===== src/rtl/rvdec_pkg.sv =====
`default_nettype none

package rvdec_pkg;

    localparam int unsigned InstrWidth = 32;

    // Major opcodes, bits 6:0.
    localparam logic [6:0] OPC_LOAD   = 7'h03;
    localparam logic [6:0] OPC_OPIMM  = 7'h13;
    localparam logic [6:0] OPC_AUIPC  = 7'h17;
    localparam logic [6:0] OPC_STORE  = 7'h23;
    localparam logic [6:0] OPC_OP     = 7'h33;
    localparam logic [6:0] OPC_LUI    = 7'h37;
    localparam logic [6:0] OPC_BRANCH = 7'h63;
    localparam logic [6:0] OPC_JALR   = 7'h67;
    localparam logic [6:0] OPC_JAL    = 7'h6F;
    localparam logic [6:0] OPC_SYSTEM = 7'h73;

    localparam logic [6:0] FUNCT7_ALT = 7'h20;

    // SYSTEM codes held in bits 31:20.
    localparam logic [11:0] SYS_ENV_CALL    = 12'h000;
    localparam logic [11:0] SYS_ENV_BREAK   = 12'h001;
    localparam logic [11:0] SYS_MACHINE_RET = 12'h302;

    // Instruction formats.
    localparam logic [2:0] FMT_R = 3'd0;
    localparam logic [2:0] FMT_I = 3'd1;
    localparam logic [2:0] FMT_S = 3'd2;
    localparam logic [2:0] FMT_B = 3'd3;
    localparam logic [2:0] FMT_U = 3'd4;
    localparam logic [2:0] FMT_J = 3'd5;

    // Instruction classes.
    localparam logic [5:0] CLS_ADD     = 6'd0;
    localparam logic [5:0] CLS_SUB     = 6'd1;
    localparam logic [5:0] CLS_SLL     = 6'd2;
    localparam logic [5:0] CLS_SLT     = 6'd3;
    localparam logic [5:0] CLS_SLTU    = 6'd4;
    localparam logic [5:0] CLS_XOR     = 6'd5;
    localparam logic [5:0] CLS_SRL     = 6'd6;
    localparam logic [5:0] CLS_SRA     = 6'd7;
    localparam logic [5:0] CLS_OR      = 6'd8;
    localparam logic [5:0] CLS_AND     = 6'd9;
    localparam logic [5:0] CLS_ADDI    = 6'd10;
    localparam logic [5:0] CLS_SLTI    = 6'd11;
    localparam logic [5:0] CLS_SLTIU   = 6'd12;
    localparam logic [5:0] CLS_XORI    = 6'd13;
    localparam logic [5:0] CLS_ORI     = 6'd14;
    localparam logic [5:0] CLS_ANDI    = 6'd15;
    localparam logic [5:0] CLS_SLLI    = 6'd16;
    localparam logic [5:0] CLS_SRLI    = 6'd17;
    localparam logic [5:0] CLS_SRAI    = 6'd18;
    localparam logic [5:0] CLS_LB      = 6'd19;
    localparam logic [5:0] CLS_LH      = 6'd20;
    localparam logic [5:0] CLS_LW      = 6'd21;
    localparam logic [5:0] CLS_LBU     = 6'd22;
    localparam logic [5:0] CLS_LHU     = 6'd23;
    localparam logic [5:0] CLS_SB      = 6'd24;
    localparam logic [5:0] CLS_SH      = 6'd25;
    localparam logic [5:0] CLS_SW      = 6'd26;
    localparam logic [5:0] CLS_BEQ     = 6'd27;
    localparam logic [5:0] CLS_BNE     = 6'd28;
    localparam logic [5:0] CLS_BLT     = 6'd29;
    localparam logic [5:0] CLS_BGE     = 6'd30;
    localparam logic [5:0] CLS_BLTU    = 6'd31;
    localparam logic [5:0] CLS_BGEU    = 6'd32;
    localparam logic [5:0] CLS_JAL     = 6'd33;
    localparam logic [5:0] CLS_JALR    = 6'd34;
    localparam logic [5:0] CLS_LUI     = 6'd35;
    localparam logic [5:0] CLS_AUIPC   = 6'd36;
    localparam logic [5:0] CLS_ECALL   = 6'd37;
    localparam logic [5:0] CLS_EBREAK  = 6'd38;
    localparam logic [5:0] CLS_MRET    = 6'd39;
    localparam logic [5:0] CLS_UNKNOWN = 6'd40;

    // ALU operations.
    localparam logic [3:0] ALU_ADD      = 4'd0;
    localparam logic [3:0] ALU_SUB      = 4'd1;
    localparam logic [3:0] ALU_SLL      = 4'd2;
    localparam logic [3:0] ALU_SLT      = 4'd3;
    localparam logic [3:0] ALU_SLT_UNS  = 4'd4;
    localparam logic [3:0] ALU_XOR      = 4'd5;
    localparam logic [3:0] ALU_SRL      = 4'd6;
    localparam logic [3:0] ALU_SRA      = 4'd7;
    localparam logic [3:0] ALU_OR       = 4'd8;
    localparam logic [3:0] ALU_AND      = 4'd9;
    localparam logic [3:0] ALU_PASS_IMM = 4'd10;
    localparam logic [3:0] ALU_PC_PLUS  = 4'd11;

    // Execution units.
    localparam logic [3:0] UNIT_ALU_R  = 4'd0;
    localparam logic [3:0] UNIT_ALU_I  = 4'd1;
    localparam logic [3:0] UNIT_LOAD   = 4'd2;
    localparam logic [3:0] UNIT_STORE  = 4'd3;
    localparam logic [3:0] UNIT_BRANCH = 4'd4;
    localparam logic [3:0] UNIT_JAL    = 4'd5;
    localparam logic [3:0] UNIT_JALR   = 4'd6;
    localparam logic [3:0] UNIT_SYSTEM = 4'd7;
    localparam logic [3:0] UNIT_OTHER  = 4'd8;

    // Members run from the top bit down, so dest_reg sits in the lowest bits.
    typedef struct packed {
        logic               reads_src2;
        logic               reads_src1;
        logic               writes_dest;
        logic [3:0]         unit_kind;
        logic [3:0]         alu_code;
        logic [5:0]         instr_class;
        logic [2:0]         format_kind;
        logic signed [31:0] immediate;
        logic [2:0]         func3_field;
        logic [4:0]         src2_reg;
        logic [4:0]         src1_reg;
        logic [4:0]         dest_reg;
    } decode_result_t;

    localparam int unsigned ResultWidth = $bits(decode_result_t);
    localparam int unsigned ResultBytes = (ResultWidth + 7) / 8;
    localparam int unsigned ResultPad   = ResultBytes * 8 - ResultWidth;

endpackage

`default_nettype wire


===== src/rtl/rvdec_in_reg.sv =====
`default_nettype none

module rvdec_in_reg (
    input  wire logic                              aclk,
    input  wire logic                              aresetn,
    input  wire logic                              s_valid,
    output logic                                   s_ready,
    input  wire logic [rvdec_pkg::InstrWidth-1:0]  s_word,
    output logic                                   m_valid,
    input  wire logic                              m_ready,
    output logic [rvdec_pkg::InstrWidth-1:0]       m_word
);

    logic                             valid_reg;
    logic                             valid_next;
    logic [rvdec_pkg::InstrWidth-1:0] word_reg;

    // The stage takes a new word whenever it is empty or its word leaves now.
    assign s_ready = !valid_reg || m_ready;

    always_comb begin
        valid_next = valid_reg;
        if (s_ready) begin
            valid_next = s_valid;
        end
    end

    always_ff @(posedge aclk) begin
        if (!aresetn) begin
            valid_reg <= 1'b0;
        end else begin
            valid_reg <= valid_next;
        end
    end

    always_ff @(posedge aclk) begin
        if (s_ready && s_valid) begin
            word_reg <= s_word;
        end
    end

    assign m_valid = valid_reg;
    assign m_word  = word_reg;

endmodule

`default_nettype wire


===== src/rtl/rvdec_decode.sv =====
`default_nettype none

module rvdec_decode (
    input  wire logic [rvdec_pkg::InstrWidth-1:0] instruction,
    output rvdec_pkg::decode_result_t            result
);

    logic [6:0] opc;
    logic [2:0] f3;
    logic       alt;
    logic [2:0] fmt;
    logic [5:0] cls;
    logic [3:0] alu;
    logic [3:0] unit;
    logic [3:0] alu_f3;
    logic [31:0] imm;

    assign opc = instruction[6:0];
    assign f3  = instruction[14:12];
    assign alt = (instruction[31:25] == rvdec_pkg::FUNCT7_ALT);

    // ALU operation that funct3 selects for OP and OP-IMM.
    always_comb begin
        case (f3)
            3'd0:    alu_f3 = rvdec_pkg::ALU_ADD;
            3'd1:    alu_f3 = rvdec_pkg::ALU_SLL;
            3'd2:    alu_f3 = rvdec_pkg::ALU_SLT;
            3'd3:    alu_f3 = rvdec_pkg::ALU_SLT_UNS;
            3'd4:    alu_f3 = rvdec_pkg::ALU_XOR;
            3'd5:    alu_f3 = rvdec_pkg::ALU_SRL;
            3'd6:    alu_f3 = rvdec_pkg::ALU_OR;
            default: alu_f3 = rvdec_pkg::ALU_AND;
        endcase
    end

    always_comb begin
        fmt  = rvdec_pkg::FMT_R;
        cls  = rvdec_pkg::CLS_UNKNOWN;
        alu  = rvdec_pkg::ALU_ADD;
        unit = rvdec_pkg::UNIT_OTHER;
        case (opc)
            rvdec_pkg::OPC_OP: begin
                unit = rvdec_pkg::UNIT_ALU_R;
                alu  = alu_f3;
                case (f3)
                    3'd0:    cls = rvdec_pkg::CLS_ADD;
                    3'd1:    cls = rvdec_pkg::CLS_SLL;
                    3'd2:    cls = rvdec_pkg::CLS_SLT;
                    3'd3:    cls = rvdec_pkg::CLS_SLTU;
                    3'd4:    cls = rvdec_pkg::CLS_XOR;
                    3'd5:    cls = rvdec_pkg::CLS_SRL;
                    3'd6:    cls = rvdec_pkg::CLS_OR;
                    default: cls = rvdec_pkg::CLS_AND;
                endcase
                if (f3 == 3'd0 && alt) begin
                    cls = rvdec_pkg::CLS_SUB;
                    alu = rvdec_pkg::ALU_SUB;
                end
                if (f3 == 3'd5 && alt) begin
                    cls = rvdec_pkg::CLS_SRA;
                    alu = rvdec_pkg::ALU_SRA;
                end
            end
            rvdec_pkg::OPC_OPIMM: begin
                fmt  = rvdec_pkg::FMT_I;
                unit = rvdec_pkg::UNIT_ALU_I;
                alu  = alu_f3;
                case (f3)
                    3'd0:    cls = rvdec_pkg::CLS_ADDI;
                    3'd1:    cls = rvdec_pkg::CLS_SLLI;
                    3'd2:    cls = rvdec_pkg::CLS_SLTI;
                    3'd3:    cls = rvdec_pkg::CLS_SLTIU;
                    3'd4:    cls = rvdec_pkg::CLS_XORI;
                    3'd5:    cls = rvdec_pkg::CLS_SRLI;
                    3'd6:    cls = rvdec_pkg::CLS_ORI;
                    default: cls = rvdec_pkg::CLS_ANDI;
                endcase
                if (f3 == 3'd5 && alt) begin
                    cls = rvdec_pkg::CLS_SRAI;
                    alu = rvdec_pkg::ALU_SRA;
                end
            end
            rvdec_pkg::OPC_LOAD: begin
                fmt  = rvdec_pkg::FMT_I;
                unit = rvdec_pkg::UNIT_LOAD;
                case (f3)
                    3'd0:    cls = rvdec_pkg::CLS_LB;
                    3'd1:    cls = rvdec_pkg::CLS_LH;
                    3'd2:    cls = rvdec_pkg::CLS_LW;
                    3'd4:    cls = rvdec_pkg::CLS_LBU;
                    3'd5:    cls = rvdec_pkg::CLS_LHU;
                    default: cls = rvdec_pkg::CLS_UNKNOWN;
                endcase
            end
            rvdec_pkg::OPC_JALR: begin
                fmt  = rvdec_pkg::FMT_I;
                unit = rvdec_pkg::UNIT_JALR;
                cls  = rvdec_pkg::CLS_JALR;
            end
            rvdec_pkg::OPC_STORE: begin
                fmt  = rvdec_pkg::FMT_S;
                unit = rvdec_pkg::UNIT_STORE;
                case (f3)
                    3'd0:    cls = rvdec_pkg::CLS_SB;
                    3'd1:    cls = rvdec_pkg::CLS_SH;
                    3'd2:    cls = rvdec_pkg::CLS_SW;
                    default: cls = rvdec_pkg::CLS_UNKNOWN;
                endcase
            end
            rvdec_pkg::OPC_BRANCH: begin
                fmt  = rvdec_pkg::FMT_B;
                unit = rvdec_pkg::UNIT_BRANCH;
                alu  = rvdec_pkg::ALU_SUB;
                case (f3)
                    3'd0:    cls = rvdec_pkg::CLS_BEQ;
                    3'd1:    cls = rvdec_pkg::CLS_BNE;
                    3'd4:    cls = rvdec_pkg::CLS_BLT;
                    3'd5:    cls = rvdec_pkg::CLS_BGE;
                    3'd6:    cls = rvdec_pkg::CLS_BLTU;
                    3'd7:    cls = rvdec_pkg::CLS_BGEU;
                    default: cls = rvdec_pkg::CLS_UNKNOWN;
                endcase
            end
            rvdec_pkg::OPC_LUI: begin
                fmt = rvdec_pkg::FMT_U;
                cls = rvdec_pkg::CLS_LUI;
                alu = rvdec_pkg::ALU_PASS_IMM;
            end
            rvdec_pkg::OPC_AUIPC: begin
                fmt = rvdec_pkg::FMT_U;
                cls = rvdec_pkg::CLS_AUIPC;
                alu = rvdec_pkg::ALU_PC_PLUS;
            end
            rvdec_pkg::OPC_JAL: begin
                fmt  = rvdec_pkg::FMT_J;
                unit = rvdec_pkg::UNIT_JAL;
                cls  = rvdec_pkg::CLS_JAL;
            end
            rvdec_pkg::OPC_SYSTEM: begin
                unit = rvdec_pkg::UNIT_SYSTEM;
                // The rd and rs1 fields are not checked for these.
                if (f3 == 3'd0) begin
                    case (instruction[31:20])
                        rvdec_pkg::SYS_ENV_CALL:    cls = rvdec_pkg::CLS_ECALL;
                        rvdec_pkg::SYS_ENV_BREAK:   cls = rvdec_pkg::CLS_EBREAK;
                        rvdec_pkg::SYS_MACHINE_RET: cls = rvdec_pkg::CLS_MRET;
                        default:                    cls = rvdec_pkg::CLS_UNKNOWN;
                    endcase
                end
            end
            default: begin
                fmt = rvdec_pkg::FMT_R;
            end
        endcase
    end

    always_comb begin
        case (fmt)
            rvdec_pkg::FMT_I: imm = {{20{instruction[31]}}, instruction[31:20]};
            rvdec_pkg::FMT_S: imm = {{20{instruction[31]}}, instruction[31:25],
                                     instruction[11:7]};
            rvdec_pkg::FMT_B: imm = {{19{instruction[31]}}, instruction[31], instruction[7],
                                     instruction[30:25], instruction[11:8], 1'b0};
            rvdec_pkg::FMT_U: imm = {instruction[31:12], 12'h000};
            rvdec_pkg::FMT_J: imm = {{11{instruction[31]}}, instruction[31],
                                     instruction[19:12], instruction[20],
                                     instruction[30:21], 1'b0};
            default:          imm = 32'h0000_0000;
        endcase
    end

    always_comb begin
        result.dest_reg    = instruction[11:7];
        result.src1_reg    = instruction[19:15];
        result.src2_reg    = instruction[24:20];
        result.func3_field = f3;
        result.immediate   = $signed(imm);
        result.format_kind = fmt;
        result.instr_class = cls;
        result.alu_code    = alu;
        result.unit_kind   = unit;
        result.writes_dest = (opc != rvdec_pkg::OPC_BRANCH) && (opc != rvdec_pkg::OPC_STORE)
                             && (opc != rvdec_pkg::OPC_SYSTEM);
        result.reads_src1  = (fmt == rvdec_pkg::FMT_R) || (fmt == rvdec_pkg::FMT_I)
                             || (fmt == rvdec_pkg::FMT_S) || (fmt == rvdec_pkg::FMT_B);
        result.reads_src2  = (fmt == rvdec_pkg::FMT_R) || (fmt == rvdec_pkg::FMT_S)
                             || (fmt == rvdec_pkg::FMT_B);
    end

endmodule

`default_nettype wire


===== src/rtl/rvdec_out_reg.sv =====
`default_nettype none

module rvdec_out_reg (
    input  wire logic                       aclk,
    input  wire logic                       aresetn,
    input  wire logic                       s_valid,
    output logic                            s_ready,
    input  wire rvdec_pkg::decode_result_t  s_result,
    output logic                            m_valid,
    input  wire logic                       m_ready,
    output rvdec_pkg::decode_result_t       m_result
);

    logic                      valid_reg;
    logic                      valid_next;
    rvdec_pkg::decode_result_t result_reg;

    // A waiting result blocks this stage; the input stage then takes a word only while it is empty.
    assign s_ready = !valid_reg || m_ready;

    always_comb begin
        valid_next = valid_reg;
        if (s_ready) begin
            valid_next = s_valid;
        end
    end

    always_ff @(posedge aclk) begin
        if (!aresetn) begin
            valid_reg <= 1'b0;
        end else begin
            valid_reg <= valid_next;
        end
    end

    always_ff @(posedge aclk) begin
        if (s_ready && s_valid) begin
            result_reg <= s_result;
        end
    end

    assign m_valid  = valid_reg;
    assign m_result = result_reg;

endmodule

`default_nettype wire


===== src/rtl/rv32i_instruction_decoder.sv =====
`default_nettype none

// Channel   Direction  tdata bits  Contents
// s_axis    in         32          instruction
// m_axis    out        72          decoded fields, two zero pad bits on top
//
// An instruction passes an input register and a result register: its result
// is offered on m_axis from the result register, and one instruction is
// taken every cycle while the result side keeps up.
// Reset clears both stage valid flags; no result is pending afterwards.
// When m_axis_tready is low the result register holds, and an empty input
// register still takes one more instruction before s_axis_tready falls.

module rv32i_instruction_decoder (
    input  wire logic        aclk,
    input  wire logic        aresetn,
    input  wire logic        s_axis_tvalid,
    output logic             s_axis_tready,
    // [31:0] instruction
    input  wire logic [31:0] s_axis_tdata,
    output logic             m_axis_tvalid,
    input  wire logic        m_axis_tready,
    // [4:0] dest_reg, [9:5] src1_reg, [14:10] src2_reg, [17:15] func3_field,
    // [49:18] immediate, [52:50] format_kind, [58:53] instr_class,
    // [62:59] alu_code, [66:63] unit_kind, [67] writes_dest, [68] reads_src1,
    // [69] reads_src2, [71:70] zero
    output logic [71:0]      m_axis_tdata
);

    logic                             word_valid;
    logic                             word_ready;
    logic [rvdec_pkg::InstrWidth-1:0] word;
    rvdec_pkg::decode_result_t        decoded;
    rvdec_pkg::decode_result_t        result;

    rvdec_in_reg u_in_reg (
        .aclk    (aclk),
        .aresetn (aresetn),
        .s_valid (s_axis_tvalid),
        .s_ready (s_axis_tready),
        .s_word  (s_axis_tdata),
        .m_valid (word_valid),
        .m_ready (word_ready),
        .m_word  (word)
    );

    rvdec_decode u_decode (
        .instruction (word),
        .result      (decoded)
    );

    rvdec_out_reg u_out_reg (
        .aclk     (aclk),
        .aresetn  (aresetn),
        .s_valid  (word_valid),
        .s_ready  (word_ready),
        .s_result (decoded),
        .m_valid  (m_axis_tvalid),
        .m_ready  (m_axis_tready),
        .m_result (result)
    );

    assign m_axis_tdata = {{rvdec_pkg::ResultPad{1'b0}}, result};

endmodule

`default_nettype wire

===== config.mk =====
export PLATFORM = sky130hd
export DESIGN_NAME = rv32i_instruction_decoder
export DESIGN_NICKNAME = d
export VERILOG_FILES = /design/src/rtl/rvdec_pkg.sv /design/src/rtl/rvdec_in_reg.sv /design/src/rtl/rvdec_decode.sv /design/src/rtl/rvdec_out_reg.sv /design/src/rtl/rv32i_instruction_decoder.sv
export SDC_FILE = /design/constraint.sdc
export NUM_CORES = 1
export LEC_CHECK = 0
export CORE_MARGIN = 10
export CORE_UTILIZATION = 60
export CTS_CLUSTER_DIAMETER = 120
export DETAILED_ROUTE_END_ITERATION = 8
export DONT_BUFFER_PORTS = 1
export GPL_TIMING_DRIVEN = 0
export HOLD_SLACK_MARGIN = 0.08
export PLACE_DENSITY = 0.8
export SYNTH_ARGS = -nofsm -noshare
export SYNTH_HDL_FRONTEND = slang
export SYNTH_SLANG_ARGS = --single-unit

===== constraint.sdc =====
create_clock -name aclk -period 11.9 [get_ports aclk]
set_clock_uncertainty 0.1 [all_clocks]
set_input_delay 2.38 -clock aclk [delete_from_list [all_inputs] [get_ports aclk]]
set_output_delay 2.38 -clock aclk [all_outputs]
set_load 0.1 [all_outputs]

==> results.yml <==
setup_path:
  count_of_buffering_cells_on_the_critical_path_with_inverters_included: 0
  setup.worst_path.end_class: "output pin"
  critical_path_arrival_ns: 3.34
  timing.critical_path.cells: "nor2b_1 > nand2_1"
  type_of_the_setup_path_with_the_least_slack: "in -> out"
  worst-endpoint-required_ns: 9.42
  cpLargestDelayFamily: "simple AND/OR/NAND/NOR gates"
  cpMaxStageDelayCell: "sky130_fd_sc_hd__nand2_1"
  critical-path-max-stage-delay_ns: 0.66
  startpoint_type: "primary input"
  timing.critical_path.fanout_max: 4
finish:
  final_nets: 407
  final_layout_size_suffix_gt1_share_pct: 10.1
  layoutNonFillerInstCount: 474
  fill_cells: 532
  antenna_cells: 0
  finish.utilization_pct: 67.4
  syn_to_layout_area_delta_pct: 7.44
floorplanning:
  die_h_um: 108
  core-area_um2: 7370
  dieWidth_um: 108
  top_level_ports: 110
  row_count: 31
  floorplan.initialDensity_pct: 62.8
  die_area_um2: 11600
routing:
  via_per_inst: 6.24
  dr.pass1.iters: 4
  dr_total_vias: 2957
  detail_route.iter0.violations: 280
  route.detailed.wl_per_inst_um: 22.8
  drt-total-wl_um: 10800
  ant_nets: 0
  route.detailed.drc: 0
global_routing:
  initial_antenna_violation_count: 0
  grt_pass1_wl_um: 16100
  maximum_number_of_pins_on_one_net_before_global_route_repair: 39
  via_count_of_the_first_global_routing_pass: 2827
  total_routing_usage_gr_pct: 18.0
  globalRouteOverflowTotal: 0
synthesis:
  ys_dominant_reg_cell: "sky130_fd_sc_hd__edfxtp_1"
  post_synth_instance_area_um2: 4620
  number_of_synthesized_flops_with_an_enable_pin: 102
  syn_area_per_cell_um2: 13.0
  yosys.cell_types.count: 63
  synth-seq-area-share_pct: 67.1
  seq_cells_post_synth: 104
  async_flop_share_pct: 0
  synth_cells: 357
  count_of_synthesis_stage_warnings_from_yosys: 0
placement:
  io_buffers: 0
  place.detailed.instances: 458
  gp_routability_congestion: 0.911
  hpwl_dp_um: 7930
clock_tree:
  clkSinkCount: 104
  cts_tree: "yes"
  cts_root_buf: "sky130_fd_sc_hd__clkbuf_8"
  clk_pin_slew_worst_paths_ns: 0.10
  postCtsSetupRepairBufs: 0
  cts-root-to-sink-buffers: 2
  hold_buffers: 0
  cts_inserted_buffers: 9
  number_of_instances_resized_during_post_cts_repair: 0
  cts_htree_levels: 3
  worstSkewPairLatency_ns: 0.37
outcome:
  outcome: "finished, final reports clean"
timing:
  final_period_minus_worst_setup_slack_ns: 5.82
  max_slew.worst_pin.slew_ns: 0.983
  slew-limit-headroom_pct: 34.4
  finalSetupViolations: 0
  grt_setup_unrepaired: "no"
  final_min_period_over_clock_period_pct: 48.9
  slew_violations: 0
  finalHoldViolCount: 0
  fin_setup_tns_ns: 0
  max_clock_freq_ghz: 0.172
pwr:
  cellLeakagePower_nw: 1.62
  power_per_cell_area_nw_per_um2: 154
  report.power.total_mw: 0.767
  vdd.ir_drop.worst_mv: 0.0992
job:
  timing.max_cap.violations: 0
min_path:
  hp-class: "reg -> reg"
## power breakdown
group | leakage [nW] | switching [mW] | internal (mW)
Clock | 0.0886 | 0.125 | 0.0800
Sequential | 0.944 | 0.0925 | 0.423
Combinational | 0.590 | 0.0333 | 0.0137
Total | 1.62 | 0.251 | 0.516
## Yosys cell counts (2+ instances only)
| cell type | n | area (um^2) |
|---|---|---|
| sky130_fd_sc_hd__a32oi_1 | 2 | 17.5 |
| sky130_fd_sc_hd__a2111oi_0 | 2 | 17.5 |
| sky130_fd_sc_hd__clkbuf_1 | 10 | 37.5 |
| sky130_fd_sc_hd__nor2b_1 | 11 | 68.8 |
| sky130_fd_sc_hd__a21oi_1 | 26 | 130 |
| sky130_fd_sc_hd__edfxtp_1 | 102 | 3060 |
| sky130_fd_sc_hd__dfxtp_1 | 2 | 40.0 |
| sky130_fd_sc_hd__or3_1 | 4 | 25.0 |
| sky130_fd_sc_hd__inv_2 | 2 | 7.51 |
| sky130_fd_sc_hd__nor2_1 | 25 | 93.8 |
| sky130_fd_sc_hd__o22ai_1 | 2 | 12.5 |
| sky130_fd_sc_hd__nand4_1 | 5 | 31.3 |
| sky130_fd_sc_hd__a31oi_1 | 3 | 18.8 |
| sky130_fd_sc_hd__o2111ai_1 | 3 | 26.3 |
| sky130_fd_sc_hd__or2_1 | 2 | 12.5 |
| sky130_fd_sc_hd__buf_4 | 4 | 30.0 |
| sky130_fd_sc_hd__buf_6 | 4 | 45.0 |
| sky130_fd_sc_hd__nand3_1 | 9 | 45.0 |
| sky130_fd_sc_hd__o21ai_0 | 8 | 40.0 |
| sky130_fd_sc_hd__buf_1 | 2 | 7.51 |
| sky130_fd_sc_hd__nand3b_1 | 3 | 22.5 |
| sky130_fd_sc_hd__nor3_1 | 6 | 30.0 |
| sky130_fd_sc_hd__nor3b_1 | 2 | 15.0 |
| sky130_fd_sc_hd__a22oi_1 | 2 | 15.0 |
| sky130_fd_sc_hd__nand2_1 | 36 | 135 |
| sky130_fd_sc_hd__o21ai_1 | 5 | 25.0 |
| sky130_fd_sc_hd__a211oi_1 | 5 | 37.5 |
| sky130_fd_sc_hd__and3b_1 | 2 | 17.5 |
| sky130_fd_sc_hd__and3_1 | 2 | 12.5 |
| sky130_fd_sc_hd__nand2b_1 | 3 | 18.8 |
| sky130_fd_sc_hd__o21bai_1 | 2 | 15.0 |
| sky130_fd_sc_hd__and2_1 | 9 | 56.3 |
| sky130_fd_sc_hd__buf_2 | 2 | 10.0 |
| sky130_fd_sc_hd__inv_1 | 4 | 15.0 |
| sky130_fd_sc_hd__o211ai_1 | 5 | 37.5 |
| sky130_fd_sc_hd__a2bb2oi_1 | 4 | 35.0 |
| sky130_fd_sc_hd__a21o_1 | 11 | 82.6 |
## registers in the layout (all words and copies together), names as in the netlist
| name | cells |
|---|---|
| u_in_reg.m_word | 32 |
| u_out_reg.m_result | 70 |
| u_out_reg.m_valid | 1 |
| u_in_reg.m_valid | 1 |
## cell families after synthesis
logic type	share of synthesized area, %
compound gates	14.0
fa+ha+maj	0.271
simple gates	14.8
mux	0.243
flops	67.1
xor+xnor	0.189
other cells	0.0811
buf+inv	3.38
## worst paths after layout
| kind | startpoint | endpoint | slack (ns) | depth (start not counted) |
|---|---|---|---|---|
| max | m_axis_tready | s_axis_tready | 6.08 | 2 |
| min | u_in_reg.m_word[13] | u_out_reg.m_result[16] | 0.36 | 0 |
| max reg2reg | u_in_reg.m_word[2] | u_out_reg.m_result[47] | 8.46 | 10 |
| min reg2reg | u_in_reg.m_word[13] | u_out_reg.m_result[16] | 0.36 | 0 |
## layout by cell type (no fill, tap or decap), types with 3 or more instances in the layout
cell / netlist / final
sky130_fd_sc_hd__edfxtp_1: 102 / 102
sky130_fd_sc_hd__nand2_1: 36 / 36
sky130_fd_sc_hd__a21oi_1: 26 / 26
sky130_fd_sc_hd__nor2_1: 25 / 25
sky130_fd_sc_hd__a21o_1: 11 / 11
sky130_fd_sc_hd__clkbuf_1: 10 / 10
sky130_fd_sc_hd__nor2b_1: 11 / 10
sky130_fd_sc_hd__nand3_1: 9 / 9
sky130_fd_sc_hd__clkbuf_8: 0 / 9
sky130_fd_sc_hd__and2_1: 9 / 8
sky130_fd_sc_hd__o21ai_0: 8 / 8
sky130_fd_sc_hd__nor3_1: 6 / 6
sky130_fd_sc_hd__nand4_1: 5 / 5
sky130_fd_sc_hd__o21ai_1: 5 / 5
sky130_fd_sc_hd__a211oi_1: 5 / 5
sky130_fd_sc_hd__o211ai_1: 5 / 5
sky130_fd_sc_hd__buf_6: 4 / 4
sky130_fd_sc_hd__inv_1: 4 / 4
sky130_fd_sc_hd__buf_4: 4 / 4
sky130_fd_sc_hd__or3_1: 4 / 4
sky130_fd_sc_hd__a2bb2oi_1: 4 / 4
sky130_fd_sc_hd__o2111ai_1: 3 / 3
sky130_fd_sc_hd__nand3b_1: 3 / 3
sky130_fd_sc_hd__nand2b_1: 3 / 3
sky130_fd_sc_hd__a31oi_1: 3 / 3
## per-stage QoR
step           setup slack [ns]  hold WS [ns]  cell area [um^2]
2_1_floorplan              5.72         0.324              4630
3_3_place_gp               4.64         0.332              4750
3_5_place_dp               6.09         0.334              4780
4_1_cts                    6.09         0.359              4970
5_1_grt                    6.03         0.367              4970
6_report                   6.08         0.357              4970
## final cells by class
class | count | area [um^2] | area share, %
flip-flops and latches | 104 | 3100 | 62.5
multi-input cells | 225 | 1380 | 27.7
plain buffers | 22 | 130 | 2.62
clock buffers | 9 | 124 | 2.49
well taps | 99 | 124 | 2.49
clock inverters | 7 | 63.8 | 1.28
inverters | 7 | 26.3 | 0.529
repair buffers | 1 | 20.0 | 0.403
## per-layer routing
layer / routed length (um) / vias to the layer above / global-route usage [%]
li1: - / 1381 / -
met3: 971 / 14 / 5.57
met2: 5240 / 144 / 28.7
met5: 0 / - / 0
met4: 149 / 0 / 6.68
met1: 4470 / 1418 / 22.6
(Power assumes the default switching activity.)
